===== config.mk =====
export PLATFORM = sky130hd
export DESIGN_NAME = efd_diffuse
export DESIGN_NICKNAME = d
export VERILOG_FILES = /design/src/rtl/efd_pkg.sv /design/src/rtl/efd_diffuse.sv
export SDC_FILE = /design/constraint.sdc
export NUM_CORES = 1
export LEC_CHECK = 0
export ABC_CLOCK_PERIOD_IN_PS = 14970
export BUFFER_PORTS_ARGS = -buffer_cell sky130_fd_sc_hd__buf_2
export CAP_MARGIN = 0
export CORE_ASPECT_RATIO = 1.1
export CORE_MARGIN = 10
export CORE_UTILIZATION = 32
export CTS_CLUSTER_SIZE = 20
export DETAILED_ROUTE_END_ITERATION = 16
export PLACE_DENSITY = 0.54
export SYNTH_ARGS = -nofsm -noshare
export SYNTH_HDL_FRONTEND = slang
export SYNTH_SLANG_ARGS = --single-unit

===== constraint.sdc =====
create_clock -name clk_i -period 14.97 [get_ports clk_i]
set_input_delay 2.2455 -clock clk_i [delete_from_list [all_inputs] [get_ports clk_i]]
set_output_delay 2.2455 -clock clk_i [all_outputs]
set_load 0.1 [all_outputs]

===== src/rtl/efd_pkg.sv =====
// Shared constants, types and arithmetic helpers for the one-bit error-diffusion dither.
package efd_pkg;

  localparam int LINE_WIDTH = 448;
  localparam int ERROR_BITS = 12;
  localparam int COL_W      = $clog2(LINE_WIDTH);
  localparam int ROW_W      = 10;
  localparam int HEIGHT_W   = 11;
  localparam int PIX_W      = 8;
  localparam int THR_W      = 8;
  localparam int SUM_W      = ERROR_BITS + 3;
  localparam int DIFF_W     = ERROR_BITS + 1;
  localparam int PROD_W     = DIFF_W + 3;
  localparam int APB_AW     = 3;
  localparam int APB_DW     = 32;

  localparam logic [HEIGHT_W-1:0] MAX_HEIGHT      = HEIGHT_W'(1024);
  localparam logic [THR_W-1:0]    THRESHOLD_RESET = THR_W'(127);
  localparam logic [HEIGHT_W-1:0] HEIGHT_RESET    = HEIGHT_W'(240);

  // Register indexes, taken from paddr bit 2.
  localparam logic REG_THRESHOLD = 1'b0;
  localparam logic REG_HEIGHT    = 1'b1;

  typedef logic signed [ERROR_BITS-1:0] err_t;

  typedef struct packed {
    logic [COL_W-1:0] col;
    logic             last_col;
    logic             last_row;
  } efd_ctl_t;

  // Clamp a wide signed sum to the error range.
  function automatic err_t sat_err(input logic signed [SUM_W-1:0] v);
    err_t r;
    if (v[SUM_W-1:ERROR_BITS-1] == {(SUM_W-ERROR_BITS+1){v[SUM_W-1]}}) begin
      r = v[ERROR_BITS-1:0];
    end else if (v[SUM_W-1]) begin
      r = {1'b1, {(ERROR_BITS-1){1'b0}}};
    end else begin
      r = {1'b0, {(ERROR_BITS-1){1'b1}}};
    end
    return r;
  endfunction

  // Signed division by sixteen that truncates toward zero.
  function automatic err_t div16(input logic signed [PROD_W-1:0] p);
    logic signed [PROD_W-1:0] b;
    logic signed [PROD_W-1:0] s;
    b = p + $signed({{(PROD_W-4){1'b0}}, {4{p[PROD_W-1]}}});
    s = b >>> 4;
    return s[ERROR_BITS-1:0];
  endfunction

endpackage


===== src/rtl/efd_diffuse.sv =====
// Per-pixel quantizer, error spreading and bit packing around the line-error memory.
module efd_diffuse import efd_pkg::*; (
  input  logic               clk_i,
  input  logic               rst_ni,
  input  logic               fire_i,
  input  efd_ctl_t           ctl_i,
  input  logic [PIX_W-1:0]   pixel_i,
  input  logic [THR_W-1:0]   threshold_i,
  input  err_t               rdata_i,
  output logic               we_o,
  output logic [COL_W-1:0]   waddr_o,
  output err_t               wdata_o,
  output logic               emit_o,
  output logic [7:0]         byte_o,
  output logic               eof_o
);

  err_t right_q, dc0_q, dc1_q, tail_q;
  logic [7:0] shifter_q;
  logic       first_row_q;

  err_t                     err_in, v, e7, e3, e5, e1, down_left, down_mid;
  logic signed [SUM_W-1:0]  sum;
  logic                     lit;
  logic signed [DIFF_W-1:0] diff;
  logic signed [PROD_W-1:0] dx, p7, p3, p5;
  logic [7:0]               sh_new;
  logic                     clr_here;

  // The last column lives in a register, so the memory takes at most one write per pixel.
  // Until the first row has passed, memory entries have never been written and read as zero.
  assign err_in = ctl_i.last_col ? tail_q : (first_row_q ? '0 : rdata_i);

  assign sum = $signed({{(SUM_W-PIX_W){1'b0}}, pixel_i}) + SUM_W'(right_q) + SUM_W'(err_in);
  assign v   = sat_err(sum);
  assign lit = v > $signed({{(ERROR_BITS-THR_W){1'b0}}, threshold_i});

  assign diff = DIFF_W'(v) - $signed({{(DIFF_W-PIX_W){1'b0}}, {PIX_W{lit}}});
  assign dx   = PROD_W'(diff);
  assign p7   = (dx <<< 3) - dx;
  assign p3   = (dx <<< 1) + dx;
  assign p5   = (dx <<< 2) + dx;
  assign e7   = div16(p7);
  assign e3   = div16(p3);
  assign e5   = div16(p5);
  assign e1   = div16(dx);

  assign down_left = sat_err(SUM_W'(dc0_q) + SUM_W'(e3));
  assign down_mid  = sat_err(SUM_W'(dc1_q) + SUM_W'(e5));

  // On the last row each entry is cleared as it is used; otherwise column col-1 is completed.
  // In the first row after reset a last-row pixel clears column col-1 instead, so that the
  // entry left behind when that row turns into the last row part way is still written as zero.
  assign clr_here = ctl_i.last_row && !first_row_q;
  assign we_o     = fire_i && (clr_here ? !ctl_i.last_col : (ctl_i.col != '0));
  assign waddr_o  = clr_here ? ctl_i.col : ctl_i.col - COL_W'(1);
  assign wdata_o  = ctl_i.last_row ? '0 : down_left;

  assign sh_new = {shifter_q[6:0], lit};
  assign emit_o = (ctl_i.col[2:0] == 3'd7) || ctl_i.last_col;
  assign byte_o = sh_new << (~ctl_i.col[2:0]);
  assign eof_o  = ctl_i.last_col && ctl_i.last_row;

  always_ff @(posedge clk_i or negedge rst_ni) begin
    if (!rst_ni) begin
      right_q     <= '0;
      dc0_q       <= '0;
      dc1_q       <= '0;
      tail_q      <= '0;
      shifter_q   <= '0;
      first_row_q <= 1'b1;
    end else if (fire_i) begin
      right_q   <= ctl_i.last_col ? '0 : e7;
      shifter_q <= emit_o ? '0 : sh_new;
      if (ctl_i.last_col) begin
        first_row_q <= 1'b0;
      end
      if (ctl_i.last_row) begin
        dc0_q <= '0;
        dc1_q <= '0;
        if (ctl_i.last_col) begin
          tail_q <= '0;
        end
      end else if (ctl_i.last_col) begin
        tail_q <= down_mid;
        dc0_q  <= '0;
        dc1_q  <= '0;
      end else begin
        dc0_q <= down_mid;
        dc1_q <= e1;
      end
    end
  end

endmodule

==> run_results.csv, run 1 <==
group,metric,value,unit
clock_network,clock_path_buffers,2,
routing,route.detailed.drc,0,
status,status,"finished clean",
cells_and_area,final_cell_mix,"96 x ha_1, 75 x inv_1, 70 x nand2_1",
worst_setup_path,worstSetupPathType,"in2out",
logic_synthesis,synth_ff_type,"dfrtp_1",
timing,worstMarginPinSlew,1030,ps
timing,final_hold_viol_count,0,
placed_design,dp_hpwl,20200,um
worst_setup_path,max_stage_delay,460,ps
timing,setup_viol,0,
placed_design,place.gp.congestion,0.844,
routing,vias,7512,
clock_network,htree_levels,2,
floorplanning,dieArea,32200,sq um
worst_setup_path,crit_path_start_kind,"input port",
worst_setup_path,path_max_fanout,8,
global_routing,grt_usage,15.0,%
worst_setup_path,path_delay_family,"compound AO/OA/AOI/OAI gates",
timing,whs,487,ps
cells_and_area,diodes,0,
global_routing,grt_antenna_before_repair,0,
cells_and_area,drive_above_1_share,22.3,%
clock_network,ctsRootBufferMaster,"clkbuf_16",
timing,maxSlewViolCount,0,
floorplanning,core_area,25200,sq um
floorplanning,initial_core_util,32.3,%
floorplanning,rows,61,
logic_synthesis,yosysUniqueCellTypes,91,
floorplanning,io_pins,74,
timing,fin_crit,14570,ps
clock_network,tritoncts,"built",
clock_network,numClockSinks,54,
worst_setup_path,crit_path_end_kind,"primary output",
routing,wl_per_cell,17.6,um
routing,routed_via_density,5.33,
cells_and_area,finalNetCount,1252,
global_routing,grt_overflow,0,
global_routing,grt_pass1_wl,39400,um
logic_synthesis,synth_area,8130,sq um
routing,drt-total-wl,24800,um
global_routing,grt_max_degree,55,
logic_synthesis,synth.net_count,1145,
timing,fin_skew,4.87,ps
logic_synthesis,yosysSeqAreaShare,16.6,%
logic_synthesis,async_flop_share,100,%
hold_path,holdCritPathClass,"reg2reg",
worst_setup_path,cp_num_buf_inv,7,
floorplanning,die_height,187,um
clock_network,numCtsBuffers,5,
logic_synthesis,synth.avg_cell_area,8.23,sq um
logic_synthesis,ys_ff_latch,54,
job,drv_cap,0,
placed_design,numPortBuffers,73,
clock_network,clock_latency,300,ps
worst_setup_path,slowest_stage,"or4_4",
worst_setup_path,critPathArrivalTime,12320,ps
worst_setup_path,cp.required,12720,ps
worst_setup_path,cpMostUsedCell,"o21ai_1",
logic_synthesis,yosysWarnings,0,
timing,max_freq,0.0686,GHz
logic_synthesis,syn_inst,987,
clock_network,clkTransAtPathRegs,70,ps
cells_and_area,final_common_cell,"ha_1",
routing,ant_nets,0,
logic_synthesis,synth_enable_flop_cells,0,
routing,drt-pass1-iter-count,4,
timing,slew_headroom,30.6,%
cells_and_area,area_growth,22.1,%
global_routing,grt_pass1_vias,7478,
floorplanning,die_w,172,um
timing,fin_crit_sh,97.3,%
routing,drtIter0Drc,424,
## final timing paths
kind | from | to | slack [ps] | depth (start not counted)
worst max-delay path | ctl_i[1] | wdata_o[8] | 400 | 55
worst min-delay path | tail_q[3]$_DFFE_PN0P_ | tail_q[3]$_DFFE_PN0P_ | 490 | 2
worst max register to register | first_row_q$_DFFE_PN1P_ | tail_q[4]$_DFFE_PN0P_ | 3240 | 53
worst min register to register | tail_q[3]$_DFFE_PN0P_ | tail_q[3]$_DFFE_PN0P_ | 490 | 2
max in group asynchronous | rst_ni | right_q[10]$_DFFE_PN0P_ | 12420 | 2
min in group asynchronous | rst_ni | shifter_q[4]$_DFFE_PN0P_ | 2080 | 2
## layout make-up
class,count,area (sq um)
clock buffer,6,129
clock inverter,2,37.5
fill,2565,15300
inverter,84,315
multi-input combinational,821,6720
sequential,54,1350
tap,315,394
timing repair buffer,128,967
## Yosys cell counts, drive strengths merged, types with 8 or more instances
cell type	instances	area [sq um]
o2bb2ai	27	236
xor2	32	307
o211ai	9	72.6
xnor2	66	578
mux2i	10	113
nor3	17	95.1
a21boi	8	60.1
nor2b	15	93.8
nand2	77	299
dfrtp	53	1330
o21a	12	91.3
inv	79	297
nand3	24	120
nand2b	10	62.6
o21bai	17	128
a21oi	74	374
nor2	64	262
fa	14	280
maj3	14	141
a21o	20	150
a22o	14	123
o21ai	61	320
a211oi	11	97.6
ha	102	1280
clkbuf	25	93.8
## per-layer routing
layer	GRT usage (%)	vias up	routed length, um	share of wire, %
li1	-	3801	-	-
met4	2.62	0	274	1.1
met3	0.929	10	444	1.8
met1	19.1	3633	11300	46
met5	0	-	0	0
met2	26.9	68	12700	51
## sequential cells by signal (all words and copies together), names as in the netlist
name and cells:
dc0_q 12, dc1_q 10, first_row_q 1, right_q 12, shifter_q 7, tail_q 12
## worst reg2reg max path: cells and delay by family (launching register included)
family / cells / cell delay (ps)
AO/OA/AOI/OAI: 27 / 5800
XOR/XNOR: 1 / 170
adder cells (fa/ha/maj): 6 / 1800
buffers and inverters: 6 / 960
flip-flops: 1 / 600
AND/OR/NAND/NOR: 13 / 2290
## cell families after synthesis
kind of cell / count (synthesis) / synth area share [%]
simple gates: 257 / 16.2
flops: 54 / 16.6
compound gates: 319 / 27.4
mux: 16 / 2.49
buf+inv: 113 / 5.39
xor+xnor: 98 / 10.9
fa+ha+maj: 130 / 20.9
## what timing repair did
action	CTS	global route
setup endpoints to repair	12	12
buffers inserted	3	9
gates resized for setup	3	65
gates cloned	0	2
pin swaps	2	28
hold buffers	0	0
## metrics by stage
stage | setup slack [ps] | setup TNS (ps) | cells | utilization, % | cell area (sq um)
floorplan | 12.5 | 0 | 987 | - | 8240
global placement | -356 | -3630 | 1388 | 37.2 | 9360
detailed placement | -413 | -4290 | 1388 | 37.2 | 9360
CTS | 54.0 | 0 | 1399 | 38.0 | 9560
global route | -74.4 | -487 | 1410 | 39.4 | 9920
finish | 400 | 0 | 1410 | 39.4 | 9920
Power of run 1 is not shown: default switching activity piles up to over one toggle a cycle in this logic, so the estimate is an artifact.
==> inputs of run 2 (changes only) <==
--- a/config.mk
+++ b/config.mk
@@ -5,15 +5,16 @@
 export SDC_FILE = /design/constraint.sdc
 export NUM_CORES = 1
 export LEC_CHECK = 0
+export ABC_AREA = 1
 export ABC_CLOCK_PERIOD_IN_PS = 14970
-export BUFFER_PORTS_ARGS = -buffer_cell sky130_fd_sc_hd__buf_2
 export CAP_MARGIN = 0
 export CORE_ASPECT_RATIO = 1.1
 export CORE_MARGIN = 10
 export CORE_UTILIZATION = 32
 export CTS_CLUSTER_SIZE = 20
 export DETAILED_ROUTE_END_ITERATION = 16
-export PLACE_DENSITY = 0.54
+export DONT_BUFFER_PORTS = 1
+export PLACE_DENSITY = 0.51
 export SYNTH_ARGS = -nofsm -noshare
 export SYNTH_HDL_FRONTEND = slang
 export SYNTH_SLANG_ARGS = --single-unit
==> run 2 against run 1 <==
Cell count grew 10%; critical path type unchanged; clock skew up 2.7 ps; global-route usage fell by 0.65 points; non-clock buffer count is 103 lower; count of clock-buffer cells in the layout fell by 1.
==> run_results.csv, run 2 <==
group,metric,value,unit
routing,routed_via_density,4.91,
logic_synthesis,yosysWarnings,0,
cells_and_area,area_growth,13.7,%
clock_network,numCtsBuffers,5,
placed_design,placed_cell_area,8920,sq um
routing,drtIter0Drc,398,
global_routing,grt_antenna_before_repair,0,
cells_and_area,multi_input_area,6260,sq um
timing,worstMarginPinSlew,1180,ps
worst_setup_path,path_max_fanout,17,
cells_and_area,finalNetCount,1395,
clock_network,tritoncts,"built",
timing,fin_skew,7.54,ps
worst_setup_path,max_stage_delay,660,ps
logic_synthesis,synth-simple-area-share,30.7,%
logic_synthesis,synth_compound_area_share,14.8,%
logic_synthesis,syn_inst,1219,
timing,fin_crit_sh,94.5,%
global_routing,grt_pass1_wl,37700,um
cells_and_area,design_area,9280,sq um
timing,setup_viol,0,
hold_path,holdCritPathClass,"reg2reg",
worst_setup_path,slowest_stage,"fa_2",
routing,route.detailed.drc,0,
global_routing,grt_usage,14.3,%
clock_network,clkTransAtPathRegs,70,ps
cells_and_area,drive_above_1_share,12.8,%
clock_network,ctsHoldBuffers,0,
floorplanning,die_height,188,um
logic_synthesis,ys_ff_latch,54,
logic_synthesis,yosysUniqueCellTypes,53,
timing,slew_headroom,21.2,%
floorplanning,die_w,172,um
routing,wl_per_cell,14.9,um
placed_design,place.gp.congestion,0.899,
logic_synthesis,yosysMostFrequentCell,"nand2_1",
worst_setup_path,worstSetupPathType,"in2out",
worst_setup_path,cpMostUsedCell,"nand2_1",
cells_and_area,regArea,1350,sq um
global_routing,grt_max_degree,55,
clock_network,htree_levels,2,
timing,whs,490,ps
logic_synthesis,synth.net_count,1377,
status,status,"finished clean",
clock_network,ctsRootBufferMaster,"clkbuf_16",
cells_and_area,final_cell_mix,"315 x nand2_1, 179 x inv_1, 97 x ha_1",
logic_synthesis,async_flop_share,100,%
routing,drt-total-wl,23200,um
cells_and_area,diodes,0,
global_routing,grt_overflow,0,
cells_and_area,fill_cells,2688,
placed_design,numPortBuffers,0,
clock_network,numClockSinks,54,
clock_network,clock_path_buffers,2,
timing,final_hold_viol_count,0,
logic_synthesis,yosysSeqAreaShare,16.6,%
logic_synthesis,synth_ff_type,"dfrtp_1",
logic_synthesis,yosysTopAreaCell,"dfrtp_1",
logic_synthesis,synth_top_family_by_area,"simple AND/OR/NAND/NOR gates",
routing,ant_nets,0,
timing,max_freq,0.0707,GHz
floorplanning,dieArea,32300,sq um
worst_setup_path,cp.required,12720,ps
job,drv_cap,0,
global_routing,grt_pass1_vias,7402,
placed_design,dp_hpwl,19900,um
logic_synthesis,synth_enable_flop_cells,0,
logic_synthesis,synth_area,8170,sq um
routing,drt-pass1-iter-count,5,
timing,maxSlewViolCount,0,
floorplanning,core_area,25200,sq um
floorplanning,io_pins,74,
cells_and_area,final_util,36.9,%
logic_synthesis,synth.avg_cell_area,6.70,sq um
logic_synthesis,synth_top_area_share,16.2,%
worst_setup_path,crit_path_start_kind,"input port",
logic_synthesis,synth_area_leaders,"dfrtp_1 16%, ha_1 16%, nand2_1 15%",
timing,fin_crit,14150,ps
cells_and_area,final_common_cell,"nand2_1",
routing,vias,7622,
logic_synthesis,synth_common_cells,"317 x nand2_1, 181 x inv_1, 102 x ha_1",
floorplanning,rows,61,
cells_and_area,reg_top3,"dc0_q x12, right_q x12, tail_q x12",
worst_setup_path,critPathArrivalTime,11900,ps
worst_setup_path,crit_path_end_kind,"primary output",
floorplanning,initial_core_util,32.4,%
clock_network,clock_latency,300,ps
logic_synthesis,synth-adder-area-share,19.1,%
logic_synthesis,muxShareOfSynthArea,0,%
logic_synthesis,synth_xor_area_share,9.07,%
[run 2: cell types whose count changed after synthesis, moves of 14 or more]
cell	change
a21o_1	-19
inv_1	+104
nand2_1	+244
nand3_1	+39
nand4_1	+14
nor2b_1	-15
o21ai_0	+26
o2bb2ai_1	-27
xnor2_1	-39
xor2_1	+22
[run 2: path summary, 6_finish.rpt]
check                                           to               startpoint  slack, ps  depth (start not counted)
max reg2reg                   dc0_q[1]$_DFFE_PN0P_  first_row_q$_DFFE_PN1P_       4530                         64
min reg2reg                 right_q[0]$_DFFE_PN0P_   right_q[0]$_DFFE_PN0P_        490                          2
min                         right_q[0]$_DFFE_PN0P_   right_q[0]$_DFFE_PN0P_        490                          2
max in group asynchronous  first_row_q$_DFFE_PN1P_                   rst_ni      13120                          0
min in group asynchronous     dc0_q[6]$_DFFE_PN0P_                   rst_ni       1630                          0
max                                     wdata_o[8]                 ctl_i[1]        820                         65
[run 2: final cells by class]
cell class | instances | share of cell area (%)
Timing Repair Buffer | 25 | 3.64
Sequential cell | 54 | 14.6
Timing Repair inverter | 1 | 0.0809
Clock inverter | 3 | 0.526
Multi-Input combinational cell | 951 | 67.4
Tap cell | 315 | 4.25
Inverter | 199 | 8.18
Clock buffer | 5 | 1.35
[run 2: through the flow]
step	cells	setup TNS (ps)	setup WS, ps
after floorplan	1219	0	270
after global placement	1541	0	214
after detailed placement	1541	-547	-85.0
after CTS	1549	0	18.4
after global routing	1553	-8.63	-8.63
final	1553	0	822
[run 2: cells by family (layout without fill, tap and decap cells)]
| logic type | count (synthesis) | after routing |
|---|---|---|
| flops | 54 | 54 |
| buf+inv | 214 | 233 |
| xor+xnor | 82 | 82 |
| fa+ha+maj | 116 | 116 |
| simple gates | 542 | 542 |
| compound gates | 211 | 211 |
[run 2: layer usage]
layer	wire, um	up-vias	part of all wire, %	global-route usage, %
met4	363	0	1.6	3.15
met2	10900	132	47	24.7
li1	-	3985	-	-
met5	0	-	0	0
met3	863	21	3.7	1.05
met1	11100	3484	48	18.9
[run 2: what timing repair did]
| action | in CTS | in global routing |
|---|---|---|
| buffers inserted | 0 | 3 |
| endpoints found under the setup margin | 11 | 12 |
| gates resized for setup | 3 | 37 |
| pin swaps | 0 | 4 |
| gates cloned | 0 | 1 |
[run 2: critical path, delay by kind of cell]
family / cells / cell delay, ps
adder cells (fa/ha/maj): 10 / 3510
AND/OR/NAND/NOR: 27 / 2880
AO/OA/AOI/OAI: 15 / 1900
buffers and inverters: 13 / 1350
Power of run 2 is left out for the same reason.
