### config.mk
export PLATFORM = sky130hd
export DESIGN_NAME = efd_ram
export DESIGN_NICKNAME = d
export VERILOG_FILES = /design/src/rtl/efd_ram.sv
export SDC_FILE = /design/constraint.sdc
export NUM_CORES = 1
export LEC_CHECK = 0
export BUFFER_PORTS_ARGS = -buffer_cell sky130_fd_sc_hd__buf_2
export CORE_MARGIN = 8
export CORE_UTILIZATION = 55
export CTS_BUF_LIST = sky130_fd_sc_hd__clkbuf_8
export CTS_CLUSTER_SIZE = 16
export DETAILED_ROUTE_END_ITERATION = 10
export PLACE_DENSITY_LB_ADDON = 0.25
export SYNTH_ARGS = -nofsm -noshare
export SYNTH_HDL_FRONTEND = slang
export SYNTH_SLANG_ARGS = --single-unit
### constraint.sdc
create_clock -name clk_i -period 1.9 [get_ports clk_i]
set_clock_uncertainty 0.05 [all_clocks]
set_input_delay 0.19 -clock clk_i [delete_from_list [all_inputs] [get_ports clk_i]]
set_output_delay 0.19 -clock clk_i [all_outputs]
set_load 0.05 [all_outputs]
### src/rtl/efd_ram.sv
// Generic single-write, single-read RAM with a registered read port.
module efd_ram #(
  parameter int WIDTH = 8,
  parameter int DEPTH = 16
) (
  input  logic                             clk_i,
  input  logic                             we_i,
  input  logic [$clog2(DEPTH)-1:0]         waddr_i,
  input  logic [WIDTH-1:0]                 wdata_i,
  input  logic                             re_i,
  input  logic [$clog2(DEPTH)-1:0]         raddr_i,
  output logic [WIDTH-1:0]                 rdata_o
);

  logic [WIDTH-1:0] mem [DEPTH];
  logic [WIDTH-1:0] rdata_q;

  always_ff @(posedge clk_i) begin
    if (we_i) begin
      mem[waddr_i] <= wdata_i;
    end
    if (re_i) begin
      rdata_q <= mem[raddr_i];
    end
  end

  assign rdata_o = rdata_q;

endmodule

==> impl_metrics.env, run 1 <==
export IMPL_yosysTopAreaCell="edfxtp_1"
export IMPL_dr_pass1_iters=4
export IMPL_period_minus_slack_ps=1540
export IMPL_initial_core_util_pct=56.6
export IMPL_viasPerCell=5.62
export IMPL_synth_top_area_share_pct=78.1
export IMPL_endpoint_kind="register"
export IMPL_place_congestion=0.803
export IMPL_drv_slew=0
export IMPL_h_tree_depth=4
export IMPL_tritoncts="done"
export IMPL_grt_pass1_wl_um=14900
export IMPL_vdd_ir_drop_max_uv=625
export IMPL_io_buffers=26
export IMPL_fin_util_pct=65.7
export IMPL_worstSetupStartpointType="register"
export IMPL_antenna_cells=0
export IMPL_yosysWarnings=0
export IMPL_die_y_um=113
export IMPL_cts_setup_buffers=0
export IMPL_startpoint="mem[1][2]"
export IMPL_drv_cap=0
export IMPL_min_from="wdata_i[0]"
export IMPL_synth_cell_area_sq_um=5230
export IMPL_cp_max_fo=1
export IMPL_fp_dieArea_sq_um=12900
export IMPL_cts_buffer_depth=2
export IMPL_p_total_w=0.00629
export IMPL_post_route_period_util_pct=80.9
export IMPL_path_class="register to register"
export IMPL_post_cts_resized=0
export IMPL_hold_class="input pin to register"
export IMPL_timing_rr_start="mem[1][2]"
export IMPL_grt_total_usage_pct=16.2
export IMPL_hold_viol=0
export IMPL_finalSetupTns_ps=0
export IMPL_grt_pass1_vias=2535
export IMPL_core_sq_um=9240
export IMPL_ys_ff_latch=136
export IMPL_ant_nets=0
export IMPL_drt_iter0_drc=158
export IMPL_yosysUniqueCellTypes=18
export IMPL_leakage_nw=2.05
export IMPL_grt_max_degree=33
export IMPL_cp_required_ps=2030
export IMPL_drt_total_wl_um=9610
export IMPL_antenna_found_initial=0
export IMPL_crit_buf_inv=0
export IMPL_post_place_cells=396
export IMPL_syn_avg_cell_area_sq_um=22.8
export IMPL_critical_path_arrival_ps=1670
export IMPL_synth_area_leaders="edfxtp_1 78%, mux4_2 7.8%, mux4_1 7.0%, a22oi_1 2.3%, nor2_1 0.93%"
export IMPL_regToRegSetupSlack_ps=360
export IMPL_maxSlewHeadroom_pct=71.9
export IMPL_num_vias=2407
export IMPL_clk_pin_slew_ps=80
export IMPL_path_cells="mux4_1 -> a22oi_1 -> nand2_1"
export IMPL_hold_buffers=0
export IMPL_dp_hpwl_um=6150
export IMPL_ys_seq_area_share_pct=78.1
export IMPL_postSynthCellCount=229
export IMPL_rsz0062_at_grt="no"
export IMPL_cts_sinks=136
export IMPL_routedWlPerCell_um=22.5
export IMPL_cpLargestDelayFamily="multiplexers"
export IMPL_final_common_cell="edfxtp_1"
export IMPL_root_buffer="clkbuf_8"
export IMPL_final_cell_mix="136 x edfxtp_1, 26 x buf_2, 19 x buf_4"
export IMPL_clock_latency_ps=420
export IMPL_outcome="finished clean"
export IMPL_p_per_area_nw_per_um2=1040
export IMPL_fmax_mhz=650
export IMPL_slowest_stage="mux4_1"
export IMPL_overflow=0
export IMPL_pin_count=27
export IMPL_slowest_delay_ps=510
export IMPL_layout_nets=305
export IMPL_die_x_um=113
export IMPL_finalSetupViolCount=0
export IMPL_synthToLayoutAreaGrowth_pct=16.1
export IMPL_worst_slew_pin_slew_ps=421
export IMPL_numCtsBuffers=17
export IMPL_rows=35
export IMPL_fin_cells=428
export IMPL_drc=0
export IMPL_synth_fp_nets=248
export IMPL_drive_above_1_share_pct=32.8
kinds of logic (layout without fill, tap and decap cells):
logic type	Yosys count	after routing	share of synthesized area [%]
AO/OA/AOI/OAI	16	16	2.30
buffers and inverters	10	80	1.65
flip-flops	136	136	78.1
multiplexers	32	32	14.8
AND/OR/NAND/NOR	35	35	3.14
registers in the layout (all words and copies together) (netlist names):
signal and cells:
rdata_o 8, mem 128
through the flow:
step	area, sq um	setup WS, ps	hold WS [ps]
after floorplan	5230	167	239
after global placement	5640	137	510
after detailed placement	5640	168	531
after CTS	6070	341	75.4
after global routing	6070	276	68.8
final	6070	362	92.9
cell type report:
type | instances | area (sq um)
Sequential cell | 136 | 4080
Clock inverter | 15 | 200
Multi-Input combinational cell | 83 | 1060
Fill cell | 609 | 3170
Tap cell | 129 | 161
Clock buffer | 17 | 234
Timing Repair Buffer | 48 | 333
layer usage:
metal	global-route usage, %	share of wire [%]	vias up
met1	21.0	43	1223
met2	25.7	50	79
met4	4.88	1.1	0
met3	5.12	5.3	9
li1	-	-	1096
met5	0	0	-
path summary, 6_finish.rpt:
path / cells after the start / to
worst max-delay path: 3 / rdata_o[2]
worst min-delay path: 1 / mem[1][0]
worst max register to register: 3 / rdata_o[2]
worst min register to register: 3 / rdata_o[3]
synth_stat cells:
library cell / instances
buf_6: 3
buf_4: 1
mux4_1: 14
nand2b_1: 2
nand2_1: 9
or3b_2: 1
buf_2: 3
nand3b_1: 2
and2b_1: 1
clkdlybuf4s25_2: 3
and2_1: 1
mux4_2: 18
nand3_1: 1
nor2_1: 13
nor2b_1: 1
nor3_1: 4
edfxtp_1: 136
a22oi_1: 16
where the power goes:
group / total, W / leakage [nW] / internal [W] / switching [W]
Sequential: 0.00339 / 1.24 / 0.00338 / 0.0000163
Clock: 0.00254 / 0.214 / 0.00144 / 0.00110
Combinational: 0.000359 / 0.603 / 0.000138 / 0.000221
Total: 0.00629 / 2.05 / 0.00495 / 0.00134
Power figures use the tool's default switching activity.
==> run 2: changes to the inputs <==
--- a/config.mk
+++ b/config.mk
@@ -5,6 +5,7 @@
 export SDC_FILE = /design/constraint.sdc
 export NUM_CORES = 1
 export LEC_CHECK = 0
+export ABC_AREA = 1
 export BUFFER_PORTS_ARGS = -buffer_cell sky130_fd_sc_hd__buf_2
 export CORE_MARGIN = 8
 export CORE_UTILIZATION = 55
==> constraint.sdc (replaced) <==
create_clock -name clk_i -period 1.2 [get_ports clk_i]
set_clock_uncertainty 0.05 [all_clocks]
set_input_delay 0.12 -clock clk_i [delete_from_list [all_inputs] [get_ports clk_i]]
set_output_delay 0.12 -clock clk_i [all_outputs]
set_load 0.05 [all_outputs]
==> run 2 against run 1 <==
  * The run now ends with negative setup slack left
  * Non-clock buffer count increased by 11
  * Critical endpoint is now rdata_o[4]
  * Sequential cell count unchanged
  * Critical path type is now register to output pin
  * Sequential power increased by 59%
  * Final area increased by 13%
  * Via count increased by 64%
  * Highest routed layer unchanged
  * Synthesized area increased by 12%
  * Critical path depth decreased by 2
  * Utilization increased by 0.96 points
==> impl_metrics.env, run 2 <==
export IMPL_outcome="finished with violations"
export IMPL_violations="negative setup slack"
export IMPL_antenna_cells=0
export IMPL_routedWlPerCell_um=17.1
export IMPL_whs_endpoint="mem[3][1]"
export IMPL_post_route_period_util_pct=104
export IMPL_met3_usage_pct=4.91
export IMPL_power_frac_comb_pct=8.2
export IMPL_timing_rr_start="mem[9][7]"
export IMPL_synth_cell_area_sq_um=5850
export IMPL_grt_max_degree=34
export IMPL_slowest_delay_ps=440
export IMPL_clock_power_share_pct=38.7
export IMPL_hold_viol=0
export IMPL_yosysUniqueCellTypes=11
export IMPL_synth_edff_count=136
export IMPL_fp_dieArea_sq_um=14200
export IMPL_clock_latency_ps=450
export IMPL_endpoint_kind="output pin"
export IMPL_antenna_found_initial=0
export IMPL_die_y_um=119
export IMPL_largest_register="mem"
export IMPL_drt_total_wl_um=12900
export IMPL_ant_nets=0
export IMPL_r2r_end="rdata_o[7]"
export IMPL_io_buffers=26
export IMPL_drv_cap=0
export IMPL_grt_total_usage_pct=19.0
export IMPL_path_cells="buf_6"
export IMPL_ys_seq_area_share_pct=69.8
export IMPL_reg2reg_depth=6
export IMPL_power_switching_share_pct=22.6
export IMPL_synth_top_area_share_pct=69.8
export IMPL_post_place_cells=721
export IMPL_timing_hold_ws_ps=38.4
export IMPL_power_internal_w=0.00785
export IMPL_worst_slew_pin_slew_ps=377
export IMPL_slowest_stage="edfxtp_1"
export IMPL_postSynthCellCount=551
export IMPL_dr_pass1_iters=5
export IMPL_maxSlewHeadroom_pct=74.9
export IMPL_synth_ff_type="edfxtp_1"
export IMPL_synthToLayoutAreaGrowth_pct=17.7
export IMPL_regToRegSetupSlack_ps=40
export IMPL_final_common_cell="nand2_1"
export IMPL_grt_pass1_vias=3833
export IMPL_hold_depth=1
export IMPL_h_tree_depth=4
export IMPL_cts_sinks=136
export IMPL_power_switching_w=0.00229
export IMPL_initial_core_util_pct=56.6
export IMPL_grt_pass1_wl_um=20200
export IMPL_drc=0
export IMPL_core_sq_um=10300
export IMPL_synth_fp_nets=570
export IMPL_rows=37
export IMPL_finalSetupViolCount=4
export IMPL_worstSetupStartpointType="register"
export IMPL_final_cell_mix="172 x nand2_1, 136 x edfxtp_1, 101 x inv_1"
export IMPL_tritoncts="done"
export IMPL_fillers=759
export IMPL_async_reset_ff_share_pct=0
export IMPL_finalSetupTns_ps=-97.4
export IMPL_dp_hpwl_um=8490
export IMPL_pin_count=27
export IMPL_overflow=0
export IMPL_die_x_um=119
export IMPL_fmax_mhz=804
export IMPL_drt_iter0_drc=352
export IMPL_yosysWarnings=0
export IMPL_setup_slack_ps=-43.1
export IMPL_numCtsBuffers=17
export IMPL_seqPwrFrac_pct=53.1
export IMPL_clk_pin_slew_ps=70
export IMPL_path_class="register to output pin"
export IMPL_syn_avg_cell_area_sq_um=10.6
export IMPL_crit_buf_inv=1
export IMPL_p_total_w=0.0101
export IMPL_cpLargestDelayFamily="flip-flops"
export IMPL_yosysTopAreaCell="edfxtp_1"
export IMPL_period_minus_slack_ps=1240
export IMPL_layout_nets=624
export IMPL_root_buffer="clkbuf_8"
export IMPL_num_vias=3951
export IMPL_ys_ff_latch=136
export IMPL_min_from="wdata_i[1]"
export IMPL_synth_area_leaders="edfxtp_1 70%, nand2_1 11%, nand3_1 8.3%, inv_1 6.4%, buf_6 1.2%"
export IMPL_vdd_ir_drop_max_uv=956
export IMPL_critical_path_arrival_ps=1070
export IMPL_cp_max_fo=1
export IMPL_ys_top_cells_by_count="173 x nand2_1, 136 x edfxtp_1, 100 x inv_1, 97 x nand3_1, 17 x nor2_1"
export IMPL_use_met1_pct=24.5
export IMPL_viasPerCell=5.24
export IMPL_fin_util_pct=66.6
export IMPL_synth_most_common_cell="nand2_1"
export IMPL_drive_above_1_share_pct=17.5
export IMPL_largest_register_ffs=128
export IMPL_drv_slew=0
export IMPL_cts_buffer_depth=2
export IMPL_gr_max_usage_layer="met2"
export IMPL_place_congestion=0.925
export IMPL_fin_cells=754
export IMPL_cp_required_ps=1030
export IMPL_hold_class="input pin to register"
export IMPL_leakage_nw=3.00
export IMPL_use_met2_pct=29.3
export IMPL_rsz0062_at_grt="yes"
export IMPL_p_per_area_nw_per_um2=1470
==> run 2: through the flow <==
step	setup slack, ps	cell area, sq um
after floorplan	79.2	5850
after global placement	-177	6310
after detailed placement	-190	6310
after CTS	-78.4	6790
after global routing	-85.7	6880
final	-43.1	6880
==> run 2: timing repair <==
item / CTS / global route
pin swaps: 0 / 2
resized for setup: 15 / 21
buffers inserted: 0 / 0
endpoints found under the setup margin: 8 / 15
hold endpoints to repair: 8 / 0
hold buffers: 1 / 0
==> run 2: routing by layer <==
metal,share of wire [%],vias to the layer above
met5,0,-
li1,-,1886
met2,47,171
met4,2.3,0
met1,43,1871
met3,7.8,23
==> run 2: worst max path at each step <==
stage / start / to / slack (ps) / cells past startpoint
after floorplan: waddr_i[3] / mem[4][0] / 80 / 2
after global placement: raddr_i[0] / rdata_o[5] / -180 / 8
after detailed placement: raddr_i[0] / rdata_o[5] / -190 / 8
after CTS: rdata_o[3] / rdata_o[3] / -80 / 1
after global routing: rdata_o[3] / rdata_o[3] / -90 / 1
final: rdata_o[4] / rdata_o[4] / -40 / 1
==> run 2: final cells by class <==
cell class	instances	area (sq um)	share of cell area [%]
Tap cell	136	170	2.47
Timing Repair Buffer	59	518	7.53
Inverter	102	383	5.56
Clock inverter	15	185	2.69
Clock buffer	17	234	3.40
Sequential cell	136	4080	59.4
Multi-Input combinational cell	289	1310	19.0
==> run 2: cell families after synthesis <==
logic type,count (synthesis),synth area share (%)
simple gates,289,20.8
flops,136,69.8
buf+inv,126,9.39
==> run 2: power groups by stage <==
| stage | Clock [W] | Combinational (W) | Sequential [W] |
|---|---|---|---|
| floorplan | 0 | 0.000375 | 0.00556 |
| global placement | 0 | 0.000756 | 0.00548 |
| detailed placement | 0 | 0.000769 | 0.00548 |
| CTS | 0.00396 | 0.000801 | 0.00539 |
| global route | 0.00416 | 0.000905 | 0.00539 |
| finish | 0.00392 | 0.000830 | 0.00538 |
==> run 3: changes to the inputs <==
--- a/config.mk
+++ b/config.mk
@@ -8,7 +8,7 @@
 export ABC_AREA = 1
 export BUFFER_PORTS_ARGS = -buffer_cell sky130_fd_sc_hd__buf_2
 export CORE_MARGIN = 8
-export CORE_UTILIZATION = 55
+export CORE_UTILIZATION = 30
 export CTS_BUF_LIST = sky130_fd_sc_hd__clkbuf_8
 export CTS_CLUSTER_SIZE = 16
 export DETAILED_ROUTE_END_ITERATION = 10
==> constraint.sdc (replaced) <==
create_clock -name clk_i -period 1.1 [get_ports clk_i]
set_clock_uncertainty 0.05 [all_clocks]
set_input_delay 0.11 -clock clk_i [delete_from_list [all_inputs] [get_ports clk_i]]
set_output_delay 0.11 -clock clk_i [all_outputs]
set_load 0.05 [all_outputs]
==> run 3 against run 2 <==
  * The run still ends with negative setup slack left
  * Via count is 2.5% lower
  * Utilization fell by 30 points
  * Power is 2.4% higher
  * Critical path depth is the same
  * Sequential share of layout area decreased by 1.8 points
  * First-iteration DRC count decreased by 20%
  * Combinational power is 17% higher
  * Sequential cell count unchanged
  * Sequential power grew 9.1%
  * Critical endpoint is now rdata_o[2]
  * Largest cell class unchanged
==> impl_metrics.env, run 3 (synthesis results as in run 2) <==
export IMPL_hold_viol=0
export IMPL_post_route_period_util_pct=113
export IMPL_slowest_delay_ps=460
export IMPL_clk_pin_slew_ps=80
export IMPL_placed_area_sq_um=6430
export IMPL_dr_pass1_iters=5
export IMPL_routedWlPerCell_um=16.5
export IMPL_dp_hpwl_um=9290
export IMPL_path_cells="buf_6"
export IMPL_cts_sinks=136
export IMPL_die_x_um=156
export IMPL_slowest_stage="edfxtp_1"
export IMPL_final_common_cell="nand2_1"
export IMPL_final_cell_mix="165 x nand2_1, 136 x edfxtp_1, 101 x inv_1"
export IMPL_p_per_area_nw_per_um2=1460
export IMPL_vdd_ir_drop_max_uv=775
export IMPL_drt_iter0_drc=283
export IMPL_antenna_cells=0
export IMPL_die_y_um=156
export IMPL_worst_slew_pin_slew_ps=441
export IMPL_grt_max_degree=65
export IMPL_largest_register="mem"
export IMPL_fillers=1931
export IMPL_num_vias=3852
export IMPL_pin_count=27
export IMPL_fp_dieArea_sq_um=24200
export IMPL_cp_max_fo=1
export IMPL_cts_buffer_depth=2
export IMPL_drv_slew=0
export IMPL_critical_path_arrival_ps=1090
export IMPL_cpLargestDelayFamily="flip-flops"
export IMPL_overflow=0
export IMPL_tritoncts="done"
export IMPL_grt_total_usage_pct=12.5
export IMPL_drc=0
export IMPL_violations="negative setup slack"
export IMPL_grt_pass1_vias=3857
export IMPL_io_buffers=26
export IMPL_h_tree_depth=4
export IMPL_clock_latency_ps=450
export IMPL_rows=51
export IMPL_ant_nets=0
export IMPL_cp_required_ps=940
export IMPL_drt_total_wl_um=14500
export IMPL_fin_cells=880
export IMPL_hold_class="input pin to register"
export IMPL_drv_cap=0
export IMPL_viasPerCell=4.38
export IMPL_root_buffer="clkbuf_8"
export IMPL_cts_setup_buffers=0
export IMPL_setup_slack_ps=-148
export IMPL_numCtsBuffers=17
export IMPL_layout_nets=621
export IMPL_core_sq_um=19300
export IMPL_worstSetupStartpointType="register"
export IMPL_leakage_nw=3.01
export IMPL_drive_above_1_share_pct=22.8
export IMPL_outcome="finished with violations"
export IMPL_endpoint_kind="output pin"
export IMPL_grt_pass1_wl_um=22300
export IMPL_fin_area_sq_um=7100
export IMPL_period_minus_slack_ps=1250
export IMPL_finalSetupViolCount=13
export IMPL_maxSlewHeadroom_pct=70.5
export IMPL_path_class="register to output pin"
export IMPL_initial_core_util_pct=30.3
export IMPL_crit_buf_inv=1
export IMPL_antenna_found_initial=0
export IMPL_synthToLayoutAreaGrowth_pct=21.4
export IMPL_rsz0062_at_grt="yes"
export IMPL_fmax_mhz=802
export IMPL_place_congestion=0.821
export IMPL_largest_register_ffs=128
export IMPL_post_place_cells=847
## run 3: cell types whose count changed in the layout (fill, tap and decap cells not counted), moves of 3 or more
cell	previous run	this run
nand3_1	79	49
nand2_1	172	165
clkinv_4	3	0
nand2_2	1	8
clkinv_2	4	7
bufinv_16	4	1
nand3_2	18	46
## run 3: stage by stage
stage / total power, W / TNS (ps) / setup WS (ps) / util, % / hold WS (ps)
after floorplan: 0.00647 / -694 / -10.8 / - / 159
after global placement: 0.00684 / -6040 / -327 / 33.4 / 442
after detailed placement: 0.00685 / -7900 / -357 / 33.4 / 439
after CTS: 0.0105 / -1040 / -164 / 36.3 / 22.8
after global routing: 0.0108 / -1660 / -190 / 36.8 / 22.7
final: 0.0104 / -799 / -148 / 36.8 / 37.3
## run 3: repair_timing
action | CTS | global route
hold buffers | 1 | 0
pin swaps | 22 | 25
endpoints found under the setup margin | 16 | 16
resized for setup | 53 | 22
hold endpoints to repair | 8 | 0
## run 3: path summary, 6_finish.rpt
check / slack, ps / startpoint / cells after the start / to
worst max-delay path: -150 / rdata_o[2] / 1 / rdata_o[2]
worst min-delay path: 40 / wdata_i[2] / 1 / mem[15][2]
worst max register to register: -30 / mem[3][4] / 6 / rdata_o[4]
worst min register to register: 690 / mem[14][4] / 6 / rdata_o[4]
## run 3: power breakdown
part | total, W | leakage (nW) | internal, W | switching [W]
Sequential | 0.00587 | 1.24 | 0.00583 | 0.0000400
Clock | 0.00354 | 0.181 | 0.00170 | 0.00184
Combinational | 0.000972 | 1.59 | 0.000311 | 0.000661
## run 3: cell type report
cell class | count | area, sq um | area share, %
timing repair buffer | 56 | 483 | 6.80
clock inverter | 15 | 95.1 | 1.34
tap | 265 | 332 | 4.67
multi-input combinational | 289 | 1490 | 21.0
inverter | 102 | 383 | 5.39
clock buffer | 17 | 234 | 3.30
sequential | 136 | 4080 | 57.5
## run 3: metal layers
| layer | vias to the layer above | wire (um) | GRT usage [%] |
|---|---|---|---|
| met1 | 1852 | 7010 | 16.5 |
| met3 | 26 | 572 | 2.77 |
| met4 | 0 | 363 | 5.59 |
| met2 | 92 | 6570 | 19.3 |
| met5 | - | 0 | 0 |
| li1 | 1882 | - | - |
