[src/rtl/efd_pkg.sv]
// Shared constants, types and arithmetic helpers for the one-bit error-diffusion dither.
package efd_pkg;

  localparam int LINE_WIDTH = 448;
  localparam int ERROR_BITS = 12;
  localparam int COL_W      = $clog2(LINE_WIDTH);
  localparam int ROW_W      = 10;
  localparam int HEIGHT_W   = 11;
  localparam int PIX_W      = 8;
  localparam int THR_W      = 8;
  localparam int SUM_W      = ERROR_BITS + 3;
  localparam int DIFF_W     = ERROR_BITS + 1;
  localparam int PROD_W     = DIFF_W + 3;
  localparam int APB_AW     = 3;
  localparam int APB_DW     = 32;

  localparam logic [HEIGHT_W-1:0] MAX_HEIGHT      = HEIGHT_W'(1024);
  localparam logic [THR_W-1:0]    THRESHOLD_RESET = THR_W'(127);
  localparam logic [HEIGHT_W-1:0] HEIGHT_RESET    = HEIGHT_W'(240);

  // Register indexes, taken from paddr bit 2.
  localparam logic REG_THRESHOLD = 1'b0;
  localparam logic REG_HEIGHT    = 1'b1;

  typedef logic signed [ERROR_BITS-1:0] err_t;

  typedef struct packed {
    logic [COL_W-1:0] col;
    logic             last_col;
    logic             last_row;
  } efd_ctl_t;

  // Clamp a wide signed sum to the error range.
  function automatic err_t sat_err(input logic signed [SUM_W-1:0] v);
    err_t r;
    if (v[SUM_W-1:ERROR_BITS-1] == {(SUM_W-ERROR_BITS+1){v[SUM_W-1]}}) begin
      r = v[ERROR_BITS-1:0];
    end else if (v[SUM_W-1]) begin
      r = {1'b1, {(ERROR_BITS-1){1'b0}}};
    end else begin
      r = {1'b0, {(ERROR_BITS-1){1'b1}}};
    end
    return r;
  endfunction

  // Signed division by sixteen that truncates toward zero.
  function automatic err_t div16(input logic signed [PROD_W-1:0] p);
    logic signed [PROD_W-1:0] b;
    logic signed [PROD_W-1:0] s;
    b = p + $signed({{(PROD_W-4){1'b0}}, {4{p[PROD_W-1]}}});
    s = b >>> 4;
    return s[ERROR_BITS-1:0];
  endfunction

endpackage

[src/rtl/efd_cfg.sv]
// Configuration registers behind the APB-style port.
module efd_cfg import efd_pkg::*; (
  input  logic                clk_i,
  input  logic                rst_ni,
  input  logic                psel,
  input  logic                penable,
  input  logic                pwrite,
  input  logic [APB_AW-1:0]   paddr,
  input  logic [APB_DW-1:0]   pwdata,
  output logic [APB_DW-1:0]   prdata,
  output logic                pready,
  output logic [THR_W-1:0]    threshold_o,
  output logic [HEIGHT_W-1:0] height_o
);

  logic [THR_W-1:0]    threshold_q;
  logic [HEIGHT_W-1:0] height_q;
  logic                wr_en;

  assign pready = 1'b1;
  assign wr_en  = psel && penable && pwrite;

  always_ff @(posedge clk_i or negedge rst_ni) begin
    if (!rst_ni) begin
      threshold_q <= THRESHOLD_RESET;
      height_q    <= HEIGHT_RESET;
    end else if (wr_en) begin
      case (paddr[2])
        REG_THRESHOLD: threshold_q <= pwdata[THR_W-1:0];
        REG_HEIGHT:    height_q    <= pwdata[HEIGHT_W-1:0];
        default:       threshold_q <= threshold_q;
      endcase
    end
  end

  always_comb begin
    case (paddr[2])
      REG_THRESHOLD: prdata = {{(APB_DW-THR_W){1'b0}}, threshold_q};
      REG_HEIGHT:    prdata = {{(APB_DW-HEIGHT_W){1'b0}}, height_q};
      default:       prdata = '0;
    endcase
  end

  assign threshold_o = threshold_q;
  assign height_o    = height_q;

endmodule

[config.mk]
export PLATFORM = sky130hd
export DESIGN_NAME = efd_cfg
export DESIGN_NICKNAME = d
export VERILOG_FILES = /design/src/rtl/efd_pkg.sv /design/src/rtl/efd_cfg.sv
export SDC_FILE = /design/constraint.sdc
export NUM_CORES = 1
export LEC_CHECK = 0
export BUFFER_PORTS_ARGS = -buffer_cell sky130_fd_sc_hd__buf_2
export CAP_MARGIN = 20
export CORE_AREA = 2 2 55 57
export DETAILED_ROUTE_END_ITERATION = 16
export DIE_AREA = 0 0 57 59
export GPL_TIMING_DRIVEN = 1
export PLACE_DENSITY_LB_ADDON = 0.12
export SYNTH_ARGS = -nofsm -noshare
export SYNTH_HDL_FRONTEND = slang
export SYNTH_SLANG_ARGS = --single-unit
[constraint.sdc]
create_clock -name clk_i -period 1.5 [get_ports clk_i]
set_clock_uncertainty 0.05 [all_clocks]
set_input_delay 0.225 -clock clk_i [delete_from_list [all_inputs] [get_ports clk_i]]
set_output_delay 0.225 -clock clk_i [all_outputs]
set_load 0.02 [all_outputs]
==> results of run 1 <==
## final timing paths
kind	startpoint	end	slack, ns	depth (start not counted)
max	height_o[7]$_DFFE_PN1P_	prdata[7]	0.09	2
min	pwdata[8]	height_o[8]$_DFFE_PN0P_	0.11	2
min in group asynchronous	rst_ni	height_o[0]$_DFFE_PN0P_	0.34	2
max reg2reg	threshold_o[7]$_DFFE_PN0P_	threshold_o[7]$_DFFE_PN0P_	0.68	1
max in group asynchronous	rst_ni	threshold_o[2]$_DFFE_PN1P_	0.73	2
min reg2reg	height_o[10]$_DFFE_PN0P_	height_o[10]$_DFFE_PN0P_	0.49	1
## stage by stage
stage,power (W),cell area [um2],util
after CTS,0.00175,1290,0.476
after global placement,0.00147,1250,0.462
after global routing,0.00183,1290,0.476
final,0.00172,1290,0.476
after floorplan,0.00129,1150,-
after detailed placement,0.00148,1250,0.462
## metal layers
layer | vias up | track usage | share of wire
met5 | - | 0 | 0
met4 | 0 | 0.0399 | 0.0079
met3 | 2 | 0.0371 | 0.10
met2 | 39 | 0.176 | 0.47
met1 | 318 | 0.153 | 0.41
li1 | 318 | - | -
## kinds of logic after synthesis
kind of cell,Yosys count,share of synthesized area
DFF,19,0.455
other,2,0.00699
and+or+nand+nor,5,0.0512
muxes,27,0.318
buffers and inverters,24,0.169
## power by group
part / switching (W) / internal (W)
logic: 0.000412 / 0.000304
registers: 0.0000770 / 0.000674
clock network: 0.000150 / 0.000103
## cells in the mapped netlist
library cell / number / area share
sky130_fd_sc_hd__and2_1: 3 / 0.017
sky130_fd_sc_hd__buf_2: 1 / 0.0047
sky130_fd_sc_hd__buf_4: 22 / 0.15
sky130_fd_sc_hd__buf_6: 1 / 0.010
sky130_fd_sc_hd__conb_1: 2 / 0.0070
sky130_fd_sc_hd__dfrtp_1: 8 / 0.19
sky130_fd_sc_hd__dfstp_2: 11 / 0.27
sky130_fd_sc_hd__mux2_2: 17 / 0.18
sky130_fd_sc_hd__mux2_4: 10 / 0.14
sky130_fd_sc_hd__nand4_2: 1 / 0.012
sky130_fd_sc_hd__nand4b_4: 1 / 0.022
## state kept, by name, indices dropped and copies added (netlist names)
name,cells
height_o,11
threshold_o,8
## area by class of cell
cell class,count,area [um2]
clock buffers,4,26.3
flip-flops and latches,19,489
repair buffers,49,255
multi-input cells,54,479
fillers,266,1420
well taps,31,38.8
==> results.txt, run 1 <==
----------------------------------------------------
[Outcome]
  Run status ... finished, final reports clean

[Global route]
  Largest net degree at the start of global routing ... 20
  Total gr overflow ... 0
  Tot GR Track Use ... 0.114
  Number of antenna violations at the first check in global routing ... 0
  Vias in the first global route ... 612
  First-pass GRT wire length ... 2.94 mm

[Timing]
  Post-layout worst setup margin ... 0.0910 ns
  Post-layout min period ... 1.41 ns
  Final setup vio count ... 0
  Period Utilization, post-route ... 0.939
  Setup TNS ... 0 ns
  Max-slew violations ... 0
  Tightest hold margin ... 0.112 ns
  Final-report hold violation count ... 0
  Unrepaired setup endpoints after global routing ... no
  Fmax ... 710 MHz

[Critical path]
  Worst-path cell chain ... mux2_2 -> buf_2
  WP data required ... 1.22 ns
  Max FO, Critical Path ... 3
  Worst EP arrival ... 1.13 ns
  Crit start category ... flip-flop
  Cell with the biggest individual delay on the critical path ... sky130_fd_sc_hd__dfstp_2
  WS Path Type ... flip-flop to output pin
  Type of element capturing the critical path ... output pin
  Highest cell delay on the worst timing path ... 0.56 ns
  Count of buffering cells on the critical path with inverters included ... 1
  Critical path's top delay family ... flip-flops

[Yosys]
  Sequential-to-total area share from yosys stat ... 0.455
  Cell area after synthesis ... 1070 um2
  Yosys synthesis warning count ... 0
  Per-instance average area after synthesis ... 14.0 um2
  Cell count after synthesis ... 77
  FF+latch count, synth ... 19
  Number of distinct library cell variants in the gate-level netlist after synthesis ... 11

[Detailed routing]
  Post-detailed-routing wire length ... 1.91 mm
  DRC viols ... 0
  Via density ... 4.31
  DR pass1 iterations ... 2
  Via count of the routed design ... 677
  Initial drt markers ... 8
  Routed len/inst ... 12.2 um
  Number of nets still failing antenna checks after routing ... 0

[CTS]
  Count of instances resized after the clock tree is built ... 0
  H-tree Lvls ... 1
  Clock insertion delay at the later pin of the skew report ... 0.28 ns
  Number of buffers created by CTS ... 3
  Cell chosen for the clock root ... sky130_fd_sc_hd__clkbuf_4
  Post CTS Setup Buffer Count ... 0
  Hold buffer count at CTS ... 1
  Maximum number of buffers from clock root to sink ... 2
  Number of clock sinks seen by CTS ... 19
  CTS tree ... done
  Worst-path clk slew ... 0.10 ns

[Flow run]
  Count of maximum capacitance violations ... 0

[Die]
  Rows ... 19
  Number of primary I/O pins ... 92
  Chip width ... 57 um
  Core area ... 2710 um2
  Die ar. ... 3360 um2
  Starting density of the core ... 0.397
  Die boundary height ... 59 um

[Final layout]
  Final layout net count ... 167
  Commonest non-fill, non-tap cell in the layout ... sky130_fd_sc_hd__buf_2
  Synthesis-to-finish area growth ... 19.9%
  Fraction of layout instances using a drive strength above 1 ... 0.722
  Antenna diode instance count ... 0
  Top library cells by usage in the layout, fill and taps aside ... sky130_fd_sc_hd__buf_2, sky130_fd_sc_hd__conb_1, sky130_fd_sc_hd__mux2_2, sky130_fd_sc_hd__dfstp_2, sky130_fd_sc_hd__mux2_4
  Final cell count without fillers ... 157

[Placed design]
  Half-perimeter wire length after placement ... 1.46 mm
  Gp weighted congestion ... 0.597
  Count of placed standard cells including taps ... 152
  Number of input and output port buffers inserted ... 46
  Setup slack after placement ... 0.166 ns

[Pwr]
  LEAKAGE ... 0.697 nW
  Pwr dens ... 1330 nW/um2
  IR Drop Worst-Case VDD ... 740 uV

[Min path]
  Worst min-delay path class ... input pin to flip-flop

----------------------------------------------------
Note: power is estimated with default switching activity, not from simulation.
==> inputs of run 2 (changes only) <==
- CORE_AREA: 2 2 55 57 -> 2 2 57 59
- DIE_AREA: 0 0 57 59 -> 0 0 59 61
- clock period: 1.5 -> 1.6 ns (I/O delays scaled with it)
==> run 2 against run 1 <==
Effect of this change: via count down 1.6%; sequential share of layout area up 0.11 points; register-to-register slack better by 0.09 ns; first-iteration DRC count down 13%; setup slack better by 0.054 ns; wire length up 5.8%; cell count up 0.64%; clock-buffer cell count down 1; clock power down 4%; die area up 7.0%; critical endpoint unchanged; largest cell class unchanged.
==> results.txt, run 2 (synthesis gave the netlist of run 1 again) <==
----------------------------------------------------
[Die]
  Die ar. ... 3600 um2 (+7.0%)
  Number of primary I/O pins ... 92 (unchanged)
  Rows ... 20 (+1)
  Core area ... 2950 um2 (+9.0%)
  Chip width ... 59 um (+3.5%)
  Starting density of the core ... 0.364 (-0.0326)
  Die boundary height ... 61 um (+3.4%)

[Detailed routing]
  Post-detailed-routing wire length ... 2.02 mm (+5.8%)
  Via density ... 4.22 (-2.2%)
  Number of nets still failing antenna checks after routing ... 0 (unchanged)
  Initial drt markers ... 7 (-1)
  DR pass1 iterations ... 4 (+2)
  DRC viols ... 0 (unchanged)
  Routed len/inst ... 12.8 um (+5.1%)
  Via count of the routed design ... 666 (-1.6%)

[Timing]
  Period Utilization, post-route ... 0.909
  Post-layout min period ... 1.45 ns
  Max-slew violations ... 0 (unchanged)
  Transition at the pin with the smallest max-transition slack ... 0.535 ns
  Final setup vio count ... 0 (unchanged)
  Unrepaired setup endpoints after global routing ... no
  Worst-case headroom to the max-slew limit ... 0.642
  Setup TNS ... 0 ns (unchanged)
  Final-report hold violation count ... 0 (unchanged)
  Fmax ... 687 MHz

[Global route]
  Largest net degree at the start of global routing ... 20 (unchanged)
  Number of antenna violations at the first check in global routing ... 0 (unchanged)
  Total gr overflow ... 0 (unchanged)
  Tot GR Track Use ... 0.120 (+0.00560)
  Vias in the first global route ... 655 (+7.0%)
  First-pass GRT wire length ... 3.10 mm (+5.4%)

[Critical path]
  Setup slack, reg-to-reg ... 0.77 ns (+0.09 ns)
  Worst Reg-to-Reg Cells ... 1 (unchanged)
  WS Path Type ... flip-flop to output pin
  Crit start category ... flip-flop
  WP data required ... 1.31 ns (+0.09 ns)
  Type of element capturing the critical path ... output pin
  Max FO, Critical Path ... 3 (unchanged)
  End of the worst register-to-register path ... height_o[8]$_DFFE_PN0P_
  Worst EP arrival ... 1.16 ns (+0.03 ns)
  Origin of the critical flop-to-flop path ... height_o[8]$_DFFE_PN0P_

[Final layout]
  Final layout net count ... 166 (-0.60%)
  Number of flip-flops under the largest register name ... 11 (unchanged)
  Fraction of layout instances using a drive strength above 1 ... 0.728 (+0.00578)
  Filler cell count ... 299 (+12%)
  Synthesis-to-finish area growth ... 19.6%
  Top library cells by usage in the layout, fill and taps aside ... sky130_fd_sc_hd__buf_2, sky130_fd_sc_hd__conb_1, sky130_fd_sc_hd__mux2_2, sky130_fd_sc_hd__dfstp_2, sky130_fd_sc_hd__mux2_4
  Commonest non-fill, non-tap cell in the layout ... sky130_fd_sc_hd__buf_2
  Antenna diode instance count ... 0 (unchanged)
  Core Util, Final ... 0.435 (-0.0404)

[CTS]
  Worst-path clk slew ... 0.11 ns (about the same)
  Number of clock sinks seen by CTS ... 19 (unchanged)
  Maximum number of buffers from clock root to sink ... 2 (unchanged)
  Post CTS Setup Buffer Count ... 0 (unchanged)
  CTS tree ... done
  Clock insertion delay at the later pin of the skew report ... 0.29 ns (about the same)
  Number of buffers created by CTS ... 3 (unchanged)
  Cell chosen for the clock root ... sky130_fd_sc_hd__clkbuf_4
  H-tree Lvls ... 1 (unchanged)

[Placed design]
  Half-perimeter wire length after placement ... 1.51 mm (+3.3%)
  Gp weighted congestion ... 0.678 (+14%)
  Number of input and output port buffers inserted ... 46 (unchanged)

[Min path]
  Hold Startpoint ... pwdata[9]
  Sink of the worst hold path ... height_o[9]$_DFFE_PN0P_
  Worst min-delay path class ... input pin to flip-flop
  Number of instances on the worst hold path ... 2 (unchanged)

[Outcome]
  Run status ... finished, final reports clean

[Flow run]
  Count of maximum capacitance violations ... 0 (unchanged)

[Pwr]
  Pwr dens ... 1260 nW/um2 (-5.3%)
  LEAKAGE ... 0.697 nW (-0.13%)
  IR Drop Worst-Case VDD ... 606 uV (-18%)

----------------------------------------------------
## run 2: critical path: stages, from the launching register on
cell and delay [ns]:
sky130_fd_sc_hd__dfstp_2 0.57, sky130_fd_sc_hd__mux2_2 0.15, sky130_fd_sc_hd__buf_2 0.15
## run 2: how the worst max path moves through the flow
stage	start	endpoint	slack, ns	depth (start not counted)
global route	height_o[5]$_DFFE_PN1P_	prdata[5]	0.09	2
global placement	paddr[2]	height_o[9]$_DFFE_PN0P_	0.03	3
finish	height_o[7]$_DFFE_PN1P_	prdata[7]	0.15	2
detailed placement	paddr[2]	height_o[1]$_DFFE_PN0P_	0.03	3
CTS	height_o[7]$_DFFE_PN1P_	prdata[7]	0.13	2
floorplan	paddr[2]	prdata[1]	0.50	2
## run 2: layout make-up
cell class	instances	area, um2	share of cell area
clock buffers	3	22.5	0.0175
clock inverters	1	5.00	0.00389
multi-input cells	54	479	0.373
flip-flops and latches	19	489	0.381
well taps	33	41.3	0.0321
repair buffers	48	248	0.193
## run 2: through the flow
step	area [um2]	hold WS, ns	std cells	power [W]	worst slack, ns
floorplan	1150	-0.106	97	0.00121	0.501
global placement	1250	0.159	153	0.00138	0.0317
detailed placement	1250	0.151	153	0.00139	0.0257
CTS	1280	0.0946	158	0.00165	0.126
global route	1280	0.0903	158	0.00173	0.0912
finish	1280	0.112	158	0.00162	0.145
## run 2: what timing repair did
action                                  in CTS  in global routing
gates resized for setup                      0                  0
hold buffers                                 1                  0
endpoints found under the setup margin       0                  0
hold endpoints to repair                     8                  0
## run 2: power by group
group | leakage [nW] | internal (W) | switching [W]
combinational | 0.467 | 0.000285 | 0.000390
clock | 0.0177 | 0.0000931 | 0.000150
sequential | 0.212 | 0.000631 | 0.0000744
## run 2: metal layers
| metal | track usage | vias up | part of all wire |
|---|---|---|---|
| met4 | 0.0292 | 0 | 0.0040 |
| met3 | 0.0490 | 2 | 0.071 |
| met1 | 0.140 | 313 | 0.42 |
| met2 | 0.206 | 38 | 0.50 |
| li1 | - | 313 | - |
| met5 | 0 | - | 0 |
==> inputs of run 3 (changes only) <==
- CORE_AREA: 2 2 57 59 -> 2 2 55 57
- DIE_AREA: 0 0 59 61 -> 0 0 57 59
- clock period: 1.6 -> 1.85 ns (I/O delays scaled with it)
==> run 3 against run 2 <==
Effect of this change: die area down 6.6%; clock-buffer cell count up 1; register-to-register slack better by 0.24 ns; via count is 2.1% higher; setup slack better by 0.24 ns; global-route usage is 0.68 points lower; non-clock buffer count fell by 1; combinational power fell by 14%; cell count fell by 1.9%; final area shrank 0.88%; core utilization increased by 3.5 points; critical path type unchanged; critical endpoint unchanged; largest power group unchanged; highest routed layer is now met3.
==> results.txt, run 3 (synthesis gave the netlist of run 1 again) <==
----------------------------------------------------
[Outcome]
  Run status ... finished, final reports clean

[Flow run]
  Count of maximum capacitance violations ... 0 (unchanged)

[CTS]
  Number of clock sinks seen by CTS ... 19 (unchanged)
  Count of instances resized after the clock tree is built ... 0 (unchanged)
  Worst-path clk slew ... 0.10 ns (about the same)
  H-tree Lvls ... 1 (unchanged)
  Cell chosen for the clock root ... sky130_fd_sc_hd__clkbuf_4
  CTS tree ... done
  Maximum number of buffers from clock root to sink ... 2 (unchanged)
  Number of buffers created by CTS ... 3 (unchanged)
  Clock insertion delay at the later pin of the skew report ... 0.28 ns (about the same)

[Pwr]
  Relative contribution of the clock network to total power ... 0.145 (-0.005)
  LEAKAGE ... 0.689 nW (-1.1%)
  IR Drop Worst-Case VDD ... 655 uV (+8.2%)
  Net Sw Power ... 0.000515 W (-16%)
  Design internal power ... 0.000875 W (-13%)
  Sequential Power Share ... 0.439 (+0.005)
  Gate power share ... 0.416 (about the same)
  Pwr dens ... 1090 nW/um2 (-14%)
  Switching Share ... 0.371 (-0.00782)

[Critical path]
  Crit start category ... flip-flop
  Max FO, Critical Path ... 3 (unchanged)
  Type of element capturing the critical path ... output pin
  Worst EP arrival ... 1.14 ns (-0.02 ns)
  WP data required ... 1.52 ns (+0.21 ns)
  Worst Reg-to-Reg Cells ... 1 (unchanged)
  WS Path Type ... flip-flop to output pin

[Global route]
  Largest net degree at the start of global routing ... 20 (unchanged)
  Total gr overflow ... 0 (unchanged)
  Vias in the first global route ... 608 (-7.2%)
  Tot GR Track Use ... 0.113 (-0.00684)
  Number of antenna violations at the first check in global routing ... 0 (unchanged)
  First-pass GRT wire length ... 2.89 mm (-6.7%)

[Final layout]
  Number of flip-flops under the largest register name ... 11 (unchanged)
  Top library cells by usage in the layout, fill and taps aside ... sky130_fd_sc_hd__buf_2, sky130_fd_sc_hd__conb_1, sky130_fd_sc_hd__mux2_2, sky130_fd_sc_hd__dfstp_2, sky130_fd_sc_hd__mux2_4
  Commonest non-fill, non-tap cell in the layout ... sky130_fd_sc_hd__buf_2
  Fraction of layout instances using a drive strength above 1 ... 0.718 (-0.0103)
  Filler cell count ... 277 (-7.4%)
  Core Util, Final ... 0.470 (+0.0348)
  Synthesis-to-finish area growth ... 18.5%
  Final layout net count ... 165 (-0.60%)
  Antenna diode instance count ... 0 (unchanged)

[Timing]
  Fmax ... 684 MHz
  Unrepaired setup endpoints after global routing ... no
  Post-layout min period ... 1.46 ns
  Setup TNS ... 0 ns (unchanged)
  Max-slew violations ... 0 (unchanged)
  Final setup vio count ... 0 (unchanged)
  Transition at the pin with the smallest max-transition slack ... 0.543 ns (+0.00754 ns)
  Worst-case headroom to the max-slew limit ... 0.637 (-0.00504)
  Final-report hold violation count ... 0 (unchanged)
  Period Utilization, post-route ... 0.791

[Detailed routing]
  DR pass1 iterations ... 2 (-2)
  Via density ... 4.39 (+4.1%)
  Routed len/inst ... 12.3 um (-4.1%)
  Post-detailed-routing wire length ... 1.90 mm (-5.9%)
  Via count of the routed design ... 680 (+2.1%)
  Initial drt markers ... 12 (+5)
  Number of nets still failing antenna checks after routing ... 0 (unchanged)
  DRC viols ... 0 (unchanged)

[Die]
  Chip width ... 57 um (-3.4%)
  Starting density of the core ... 0.397 (+0.0326)
  Die boundary height ... 59 um (-3.3%)
  Rows ... 19 (-5.0%)
  Number of primary I/O pins ... 92 (unchanged)
  Core area ... 2710 um2 (-8.2%)
  Die ar. ... 3360 um2 (-6.6%)

[Min path]
  Worst min-delay path class ... input pin to flip-flop
  Number of instances on the worst hold path ... 2 (unchanged)

[Placed design]
  Number of input and output port buffers inserted ... 46 (unchanged)
  Half-perimeter wire length after placement ... 1.40 mm (-7.3%)
  Gp weighted congestion ... 0.598 (-12%)

----------------------------------------------------
run 3: cell types whose count changed in the layout (fill, tap and decap cells not counted):
cell	before	now
sky130_fd_sc_hd__buf_4	1	0
sky130_fd_sc_hd__clkbuf_1	0	1
sky130_fd_sc_hd__clkinv_2	1	0
run 3: power by group through the flow:
stage / Combinational, W / Sequential (W) / Clock (W)
after floorplan: 0.000317 / 0.000730 / 0
after global placement: 0.000580 / 0.000612 / 0
after detailed placement: 0.000583 / 0.000618 / 0
after CTS: 0.000587 / 0.000612 / 0.000213
after global routing: 0.000617 / 0.000626 / 0.000237
final: 0.000579 / 0.000610 / 0.000202
run 3: layer usage:
layer  wire (um)  share of wire  track usage
met5           0              0            0
met4           0              0       0.0199
met3         166          0.087       0.0459
met2         956           0.50        0.197
met1         778           0.41        0.134
run 3: final cells by class:
cell class | instances | area (um2) | area share
clock buffers | 4 | 26.3 | 0.0206
multi-input cells | 54 | 479 | 0.376
flip-flops and latches | 19 | 489 | 0.384
well taps | 31 | 38.8 | 0.0305
repair buffers | 47 | 240 | 0.189
run 3: per-stage QoR:
step / instances / hold slack (ns) / area [um2] / worst slack [ns] / power, W
floorplan: 97 / -0.0681 / 1150 / 0.676 / 0.00105
detailed placement: 150 / 0.192 / 1240 / 0.146 / 0.00120
global placement: 150 / 0.187 / 1240 / 0.120 / 0.00119
global route: 155 / 0.144 / 1270 / 0.313 / 0.00148
CTS: 155 / 0.160 / 1270 / 0.363 / 0.00141
finish: 155 / 0.175 / 1270 / 0.387 / 0.00139
run 3: worst paths after layout:
check | startpoint | endpoint | slack, ns
max reg2reg | height_o[3]$_DFFE_PN0P_ | height_o[3]$_DFFE_PN0P_ | 1.01
max | height_o[7]$_DFFE_PN1P_ | prdata[7] | 0.39
min | pwdata[8] | height_o[8]$_DFFE_PN0P_ | 0.17
min in group asynchronous | rst_ni | height_o[10]$_DFFE_PN0P_ | 0.40
max in group asynchronous | rst_ni | threshold_o[6]$_DFFE_PN1P_ | 1.01
min reg2reg | height_o[10]$_DFFE_PN0P_ | height_o[10]$_DFFE_PN0P_ | 0.49
run 3: timing repair:
item | CTS | global route
hold endpoints to repair | 8 | 0
hold buffers | 1 | 0
setup buffers | 0 | 0
run 3: critical path: stages, from the launching register on:
cell	delay (ns)
sky130_fd_sc_hd__dfstp_2	0.56
sky130_fd_sc_hd__mux2_2	0.14
sky130_fd_sc_hd__buf_2	0.15
